**src/sv/lzw_code_decoder_defines.svh**
```systemverilog
// Assertion macros shared by the LZW code decoder RTL.
`ifndef LZW_CODE_DECODER_DEFINES_SVH
`define LZW_CODE_DECODER_DEFINES_SVH

// Condition must hold at every clock edge out of reset.
`define LCD_ASSERT_ALWAYS(lbl, expr, msg) \
    lbl: assert property (@(posedge i_clk) disable iff (!i_rst_n) (expr)) else $error(msg);

// Antecedent implies consequent in the same cycle.
`define LCD_ASSERT_IMPLY(lbl, ante, cons, msg) \
    lbl: assert property (@(posedge i_clk) disable iff (!i_rst_n) (ante) |-> (cons)) \
        else $error(msg);

`endif

```
**src/sv/lcd_pkg.sv**
```systemverilog
// Shared constants and types of the LZW code decoder.
`timescale 1ns / 1ps
`default_nettype none
package lcd_pkg;
    localparam int TABLE_ENTRIES = 512;
    localparam int BYTES_PER_RESULT = 8;
    localparam int LITERALS = 256;
    localparam int START_WIDTH = 9;
    localparam int STACK_DEPTH = TABLE_ENTRIES - 254;
    localparam int CODE_W = 10;
    localparam int TAB_AW = $clog2(TABLE_ENTRIES);
    localparam int STK_AW = $clog2(STACK_DEPTH);
    localparam int LEN_W = 9;
    localparam int BYTE_W = 8;
    localparam int CNT_W = 4;
    localparam int WID_W = 4;
    localparam int OUT_W = BYTES_PER_RESULT * BYTE_W;
    localparam int IDX_W = $clog2(BYTES_PER_RESULT);
    localparam int NF_W = CODE_W;

    typedef struct packed {
        logic [TAB_AW-1:0] prefix;
        logic [BYTE_W-1:0] tail;
        logic [BYTE_W-1:0] head;
        logic [LEN_W-1:0]  len;
    } t_entry;

    localparam int ENTRY_W = $bits(t_entry);

    typedef struct packed {
        logic accept;
        logic step;
        logic step_first;
        logic lit;
        logic upd;
        logic gather;
        logic flush;
        logic push;
    } t_cmd;

    typedef struct packed {
        logic start_lit;
        logic prefix_lit;
        logic chunk_end;
        logic out_free;
        logic last_chunk;
    } t_status;
endpackage
`default_nettype wire

```
**src/sv/lcd_ctrl.sv**
```systemverilog
// Sequencer of the LZW code decoder: walk, table update, chunked output.
`timescale 1ns / 1ps
`default_nettype none
module lcd_ctrl
    import lcd_pkg::*;
(
    input  wire logic    i_clk,
    input  wire logic    i_rst_n,
    input  wire logic    i_in_valid,
    output logic         o_in_stall,
    input  wire t_status i_status,
    output t_cmd         o_cmd
);
    typedef enum logic [3:0] {
        S_IDLE, S_RD, S_FIRST, S_STEP, S_LIT, S_UPD, S_GATHER, S_FLUSH, S_PUSH
    } t_state;

    t_state r_state, n_state;

    always_ff @(posedge i_clk) begin
        if (!i_rst_n) begin
            r_state <= S_IDLE;
        end else begin
            r_state <= n_state;
        end
    end

    always_comb begin
        n_state = r_state;
        o_cmd   = '0;
        unique case (r_state)
            S_IDLE: begin
                if (i_in_valid) begin
                    o_cmd.accept = 1'b1;
                    n_state = i_status.start_lit ? S_LIT : S_RD;
                end
            end
            S_RD: begin
                n_state = S_FIRST;
            end
            S_FIRST: begin
                o_cmd.step = 1'b1;
                o_cmd.step_first = 1'b1;
                n_state = i_status.prefix_lit ? S_LIT : S_STEP;
            end
            S_STEP: begin
                o_cmd.step = 1'b1;
                n_state = i_status.prefix_lit ? S_LIT : S_STEP;
            end
            S_LIT: begin
                o_cmd.lit = 1'b1;
                n_state = S_UPD;
            end
            S_UPD: begin
                o_cmd.upd = 1'b1;
                n_state = S_GATHER;
            end
            S_GATHER: begin
                o_cmd.gather = 1'b1;
                if (i_status.chunk_end) begin
                    n_state = S_FLUSH;
                end
            end
            S_FLUSH: begin
                o_cmd.flush = 1'b1;
                n_state = S_PUSH;
            end
            S_PUSH: begin
                if (i_status.out_free) begin
                    o_cmd.push = 1'b1;
                    n_state = i_status.last_chunk ? S_IDLE : S_GATHER;
                end
            end
            default: n_state = S_IDLE;
        endcase
    end

    assign o_in_stall = (r_state != S_IDLE);
endmodule
`default_nettype wire

```
**config.mk**
```make
export PLATFORM = sky130hd
export DESIGN_NAME = lcd_ctrl
export DESIGN_NICKNAME = d
export VERILOG_FILES = /design/src/sv/lzw_code_decoder_defines.svh /design/src/sv/lcd_pkg.sv /design/src/sv/lcd_ctrl.sv
export SDC_FILE = /design/constraint.sdc
export NUM_CORES = 1
export LEC_CHECK = 0
export BUFFER_PORTS_ARGS = -buffer_cell sky130_fd_sc_hd__buf_2
export CAP_MARGIN = 20
export CELL_PAD_IN_SITES_DETAIL_PLACEMENT = 0
export CELL_PAD_IN_SITES_GLOBAL_PLACEMENT = 1
export CORE_AREA = 10 10 47 49
export DETAILED_ROUTE_END_ITERATION = 10
export DIE_AREA = 0 0 57 59
export GPL_TIMING_DRIVEN = 0
export HOLD_SLACK_MARGIN = 0.12
export PLACE_DENSITY_LB_ADDON = 0.08
export SLEW_MARGIN = 40
export SYNTH_ARGS = -nofsm -noshare
export SYNTH_HDL_FRONTEND = slang
export SYNTH_SLANG_ARGS = --single-unit
```
**constraint.sdc**
```tcl
create_clock -name i_clk -period 2.78 [get_ports i_clk]
set_input_delay 0 -clock i_clk [delete_from_list [all_inputs] [get_ports i_clk]]
set_output_delay 0 -clock i_clk [all_outputs]
set_load 0.02 [all_outputs]
```
After elaboration in Yosys (flattened, before gate mapping)
Cells that the tools add are included.
Cells by class
  add/subtract/negate cells: 0
  bitwise gates (word level): 0
  multipliers: 0
  shift operators: 0
  multiplexer cells: 17
  reductions and logical operators: 4
  equality and inequality tests: 11
  order comparisons: 0
  div/mod/pow operators: 0
Operators by type and width (number)
  $pmux W4 S8: 1
  $eq A4 B3 Y1 const B: 4
  $mux W4: 3
  $mux W1: 10
  $mux W3: 3
  $eq A4 B2 Y1 const B: 2
  $ne A2 B2 Y1 const B: 3
  $eq A4 B1 Y1 const B: 1
  $eq A4 B4 Y1 const B: 1
  $logic_not A4 Y1: 1
  $reduce_bool A4 Y1: 1
  $reduce_and A3 Y1: 1
  $reduce_or A2 Y1: 1
Word-level totals
  output and inout port bits: 9
  input bits: 8
  latch bits: 0
  RAM bits: 0
  bits in registers: 4
  memories: 0
  memory bits (read-only): 0

Longest topological paths before layout
Gate-level depths: netlist of run 1.
  depth after elaboration: 3
  gate-level depth with buffers: 4
  mapped depth without buffers: 3

Least setup slack after synthesis of run 1
No wires, ideal clock.
  path type: flip-flop to flip-flop
  start: register r_state[0]
  end: register r_state[2]
  setup slack: 1.538 ns
  clock period less this slack: 1.242 ns
  arrival time: 1.117 ns
  stages on the path, launching flop included: 4
  path through: dfxtp_1 -> or4_4 -> o221ai_2 -> a31oi_1
On the way
  longest elaborated chain between the ends: 3
  elaborated cells between the ends (all ways): 15
  those cells by class: eq/ne (11); mux (1); reduce/logical (3)
Ends and longest elaborated chain
  start: declaration: line lcd_ctrl.sv:18  | t_state r_state, n_state;
  start signal: assignment: line lcd_ctrl.sv:24  | r_state <= n_state;
  $eq A4 B2 Y1 (tied with other cells): line lcd_ctrl.sv:31  | unique case (r_state)
  $reduce_or A2 Y1 (no source line) or $ne A2 B2 Y1 (tied branches)
  $pmux W4 S8 or $reduce_and A3 Y1 (tied branches)
Parallel ways exist; a longest one is shown, timed or not.
A chain may end at the register's enable or synchronous reset.

Final worst setup path of run 1
Same ends and word-level chain as after synthesis.

==> run_results.csv, run 1 <==
group,metric,value,unit
clocking,cts-buffers-inserted,3,
final_layout,design_area,546,µm²
global_routing,grt_max_degree,11,
timing,worst_slew_pin_slew,0.267,ns
worst_setup_path,worstSetupPathType,"flop to flop",
worst_setup_path,required,2.90,ns
global_routing,grt_use_total,0.0737,
logic_synthesis,yosysMostFrequentCell,"nor2_1",
route,wl,1.16,mm
global_routing,grt_pass1_wl,2.02,mm
clocking,worstSkewPairLatency,0.24,ns
timing,drv_slew,0,
die,pin_count,17,
route,vias_per_cell,5.06,
logic_synthesis,synth_seq_cells,4,
timing,layout_worst_path_cycle_share,0.641,
logic_synthesis,synth_warnings,0,
placement,globalplace.congestion,0.689,
logic_synthesis,synth-async-reset-ratio,0,
final_layout,reg.largest.list,"r_state (4)",
logic_synthesis,netlist_top_cells_area,"dfxtp_1 20%, nor4b_4 6.1%, nor3_1 5.1%",
timing,fin_crit,1.78,ns
logic_synthesis,synth_cell_types,30,
logic_synthesis,synth_area_leader_cell,"dfxtp_1",
timing,setup_viol,0,
global_routing,grt_pass1_vias,446,
die,fp.coreArea,1400,µm²
worst_setup_path,startpoint,"r_state[0]",
timing,finClkSkew,0.00194,ns
worst_setup_path,critPathArrivalTime,1.91,ns
min_path,holdCritStartpoint,"i_status[3]",
clocking,clk_pin_slew_worst_paths,0.04,ns
route,drc,0,
timing,finalSetupTns,0,ns
route,ant_nets,0,
die,start_util,0.280,
global_routing,grt_overflow,0,
pwr,power_density,508,nW/µm²
route,wire_per_inst,13.6,µm
timing,rsz0062_at_grt,"no",
logic_synthesis,ys_seq_area_frac,0.204,
logic_synthesis,synth_flop_cell,"dfxtp_1",
final_layout,largest_reg_flops,4,
global_routing,antenna_found_initial,0,
placement,place_area,493,µm²
placement,pre_cts_slack,1.54,ns
clocking,h-tree-depth,1,
route,first_pass_iters,3,
run_status,status,"completed",
die,die_y,59,µm
final_layout,area_delta_synth_final,38.9,%
clocking,cts_root_buf,"clkbuf_4",
timing,hold_slack,0.158,ns
logic_synthesis,synth-edff-count,0,
logic_synthesis,synth_common_cells,"5 x nor2_1, 4 x dfxtp_1, 4 x nor3_1",
job,drv_cap,0,
pwr,irDropWorstVdd,0.200,mV
timing,worst_slack,0.997,ns
placement,dpl.hpwl,915,µm
logic_synthesis,synth_top_area_share,0.204,
logic_synthesis,avgSynthCellArea,8.36,µm²
final_layout,top_register,"r_state",
timing,hold_violations,0,
worst_setup_path,rr_startpoint,"r_state[0]",
logic_synthesis,postSynthNetCount,55,
final_layout,diodes,0,
worst_setup_path,cp-end-kind,"flop",
worst_setup_path,startpoint_type,"flop",
die,die-width,57,µm
timing,max-slew-margin-rel,0.821,
route,num_vias,430,
clocking,clockBufferDepth,2,
final_layout,drive_gt1_frac,0.435,
clocking,cts.sinks,4,
logic_synthesis,synthCells,47,
pwr,leakage,0.261,nW
clocking,cts_tree,"done",
die,dieArea,3360,µm²
logic_synthesis,syn-cell-area,393,µm²
placement,io_buffers,16,
route,drt_first_iter_violations,6,
worst_setup_path,worstPathMaxFanout,3,
min_path,hp-class,"primary input to flop",
timing,fmax,0.561,GHz
final_layout,finalNetCount,79,
die,rows,14,
## layout make-up
cell class / instances / area, µm²
fill: 162 / 856
sequential: 4 / 80.1
inverter: 1 / 3.75
buffer: 4 / 31.3
multi-input combinational: 38 / 278
clock buffer: 3 / 22.5
tap: 16 / 20.0
timing repair buffer: 19 / 110
## final timing paths
path / endpoint / slack (ns) / cells past startpoint
max: r_state[2] / 1.0 / 4
min: r_state[1] / 0.16 / 4
max reg2reg: r_state[2] / 1.0 / 4
min reg2reg: r_state[0] / 0.71 / 2
## cells in the final DEF (no fill, tap or decap), drive strengths merged
master	Yosys	layout
o21ai	2	2
nor3	4	4
or4	1	1
nor3b	3	3
and3	2	2
and3b	1	1
dlygate4sd3	0	3
nand2b	2	2
nor2	5	5
and4bb	1	1
clkbuf	0	3
nor4b	1	1
inv	1	1
and4b	1	1
nand3b	1	1
o221ai	1	1
a31oi	2	2
dfxtp	4	4
nand3	1	1
a21o	1	1
a21oi	1	1
buf	4	20
or2b	1	1
o21a	1	1
and2b	1	1
o21ba	1	1
o22ai	1	1
nand4b	1	1
nand2	2	2
## power by group
part           total, mW  switching, mW  internal, mW
registers         0.0719        0.00794        0.0640
logic              0.129         0.0679        0.0616
clock network     0.0756         0.0271        0.0485
## metrics by stage
stage	util	power [mW]	std cells
after floorplan	-	0.164	47
after global placement	0.352	0.201	79
after detailed placement	0.352	0.199	79
after CTS	0.389	0.282	85
after global routing	0.389	0.300	85
final	0.389	0.277	85
## layer usage
layer  global-route usage  routed length, µm
met4               0.0101                  8
met2                0.121                596
met5                    0                  0
met1               0.0813                466
met3               0.0451                 87
## worst max-delay path, cell delays in order (launching register included)
cell,delay (ns)
dfxtp_1,0.32
or4_4,0.54
o221ai_2,0.20
a31oi_1,0.06
dlygate4sd3_1,0.55
## timing repair
item | in CTS | in global routing
endpoints found under the setup margin | 0 | 0
hold buffers | 3 | 0
endpoints found under the hold margin | 4 | 0
resized for setup | 0 | 0
setup buffers | 0 | 0
## logic make-up after synthesis
kind of cell / share of synthesized area
AND/OR/NAND/NOR: 0.519
flip-flops: 0.204
buffers and inverters: 0.0891
AO/OA/AOI/OAI: 0.188
Note: power is estimated with default switching activity, not from simulation.
==> inputs of run 2 (changes only) <==
- CORE_AREA: 10 10 47 49 -> unset
- CORE_MARGIN: unset -> 10
- CORE_UTILIZATION: unset -> 30
- DIE_AREA: 0 0 57 59 -> unset
- clock period: 2.78 -> 1.85 ns (I/O delays scaled with it)
==> run 2 against run 1 <==
Maximum frequency rose by 0.96%. Routed wire length rose by 1.6%. Clock power rose by 36%. Combinational power up 52%. Setup slack worse by 0.91 ns. Power is 47% higher. Via count increased by 1.2%. Cell count down 2.4%. Non-clock buffer count did not move. Worst hold slack lost 0.0015 ns.
==> run_results.csv, run 2 (synthesized netlist as in run 1, its figures left out) <==
group,metric,value,unit
worst_setup_path,cp-end-kind,"flop",
timing,worst_slew_pin_slew,0.296,ns
final_layout,finalNetCount,79,
worst_setup_path,critPathBufInv,1,
global_routing,grt_overflow,0,
pwr,irDropWorstVdd,0.273,mV
timing,drv_slew,0,
clocking,post-cts-setup-buffer-count,0,
final_layout,final_cell_mix,"17 x buf_2, 5 x nor2_1, 4 x nor3_1, 4 x dfxtp_1",
timing,rsz0062_at_grt,"no",
timing,hold_violations,0,
placement,dpl.hpwl,900,µm
timing,max-slew-margin-rel,0.802,
worst_setup_path,cp_slowest_stage_delay,0.55,ns
timing,fin_crit,1.77,ns
placement,pre_cts_slack,0.613,ns
final_layout,top_register,"r_state",
final_layout,mostFrequentLayoutCell,"buf_2",
pwr,power_frac_comb,0.481,
clocking,clk_pin_slew_worst_paths,0.03,ns
route,first_pass_iters,4,
placement,io_buffers,16,
timing,fmax,0.566,GHz
clocking,cts.sinks,4,
final_layout,diodes,0,
route,num_vias,435,
timing,finClkSkew,0.00135,ns
timing,setup_viol,0,
global_routing,grt_max_degree,11,
die,rows,12,
route,wire_per_inst,14.2,µm
global_routing,grt_pass1_wl,1.86,mm
route,wl,1.18,mm
clocking,hold_buffers,3,
global_routing,grt_pass1_vias,422,
clocking,cts_resized,0,
pwr,leakage,0.261,nW
worst_setup_path,startpoint_type,"flop",
timing,hold_slack,0.157,ns
worst_setup_path,worstPathCellList,"or4_4 -> o221ai_2 -> a31oi_1 -> dlygate4sd3_1",
worst_setup_path,required,1.96,ns
route,vias_per_cell,5.24,
pwr,power_density,751,nW/µm²
die,start_util,0.335,
die,dieArea,3160,µm²
die,die_y,56.2,µm
job,drv_cap,0,
final_layout,largest_reg_flops,4,
clocking,cts-buffers-inserted,3,
worst_setup_path,cp_top_family,"buffers and inverters",
die,die-width,56.2,µm
worst_setup_path,cp_slowest_cell,"dlygate4sd3_1",
clocking,h-tree-depth,1,
global_routing,antenna_found_initial,0,
route,ant_nets,0,
final_layout,reg.largest.list,"r_state (4)",
pwr,clkPwrFrac,0.253,
die,fp.coreArea,1170,µm²
route,drt_first_iter_violations,3,
route,drc,0,
pwr,seqPwrFrac,0.266,
pwr,switching_share,0.360,
clocking,cts_tree,"done",
clocking,worstSkewPairLatency,0.23,ns
worst_setup_path,critPathArrivalTime,1.88,ns
timing,layout_worst_path_cycle_share,0.955,
worst_setup_path,worstPathMaxFanout,3,
run_status,status,"completed",
global_routing,grt_use_total,0.0756,
clocking,clockBufferDepth,2,
placement,globalplace.congestion,0.717,
die,pin_count,17,
timing,worst_slack,0.0837,ns
pwr,cell_internal_pwr,0.261,mW
clocking,cts_root_buf,"clkbuf_4",
final_layout,area_delta_synth_final,38.2,%
final_layout,drive_gt1_frac,0.435,
timing,finalSetupTns,0,ns
worst_setup_path,worstSetupPathType,"flop to flop",
min_path,hp-class,"primary input to flop",
pwr,switchingPower,0.147,mW
[run 2: cell counts in the layout (fill, tap and decap cells not counted)]
No cell type changed its count.
[run 2: layout make-up]
cell class	instances	area [µm²]
tap	14	17.5
clock buffer	3	22.5
sequential	4	80.1
timing repair buffer	19	110
multi-input combinational	38	278
inverter	1	3.75
fill	129	628
buffer	4	31.3
[run 2: final timing paths]
| kind | end | depth (start not counted) | slack (ns) | from |
|---|---|---|---|---|
| setup / recovery | r_state[2] | 4 | 0.08 | r_state[0] |
| hold / removal | r_state[1] | 4 | 0.16 | i_status[3] |
| setup reg to reg | r_state[2] | 4 | 0.08 | r_state[0] |
| hold reg to reg | r_state[0] | 2 | 0.71 | r_state[3] |
[run 2: stage by stage]
step / cell area, µm² / total power [mW] / util / instances
global placement: 490 / 0.299 / 0.419 / 77
CTS: 543 / 0.414 / 0.464 / 83
finish: 543 / 0.408 / 0.464 / 83
floorplan: 393 / 0.247 / - / 47
global route: 543 / 0.440 / 0.464 / 83
detailed placement: 490 / 0.299 / 0.419 / 77
[run 2: power by group through the flow]
stage / clock network (mW) / registers [mW] / logic (mW)
finish: 0.103 / 0.108 / 0.196
global placement: 0 / 0.109 / 0.191
global route: 0.116 / 0.110 / 0.215
CTS: 0.107 / 0.108 / 0.199
detailed placement: 0 / 0.109 / 0.190
floorplan: 0 / 0.106 / 0.141
[run 2: worst reg2reg max path: cells and delay by family, from the launching register on]
family | cells | cell delay (ns)
simple gates | 1 | 0.54
buf+inv | 1 | 0.55
flops | 1 | 0.31
compound gates | 2 | 0.24
[run 2: layer usage]
metal / up-vias / part of all wire / routed length, µm / global-route usage
li1: 222 / - / - / -
met1: 192 / 0.48 / 561 / 0.0874
met2: 16 / 0.43 / 501 / 0.101
met3: 5 / 0.067 / 79 / 0.0296
met4: 0 / 0.031 / 36 / 0.0717
met5: - / 0 / 0 / 0
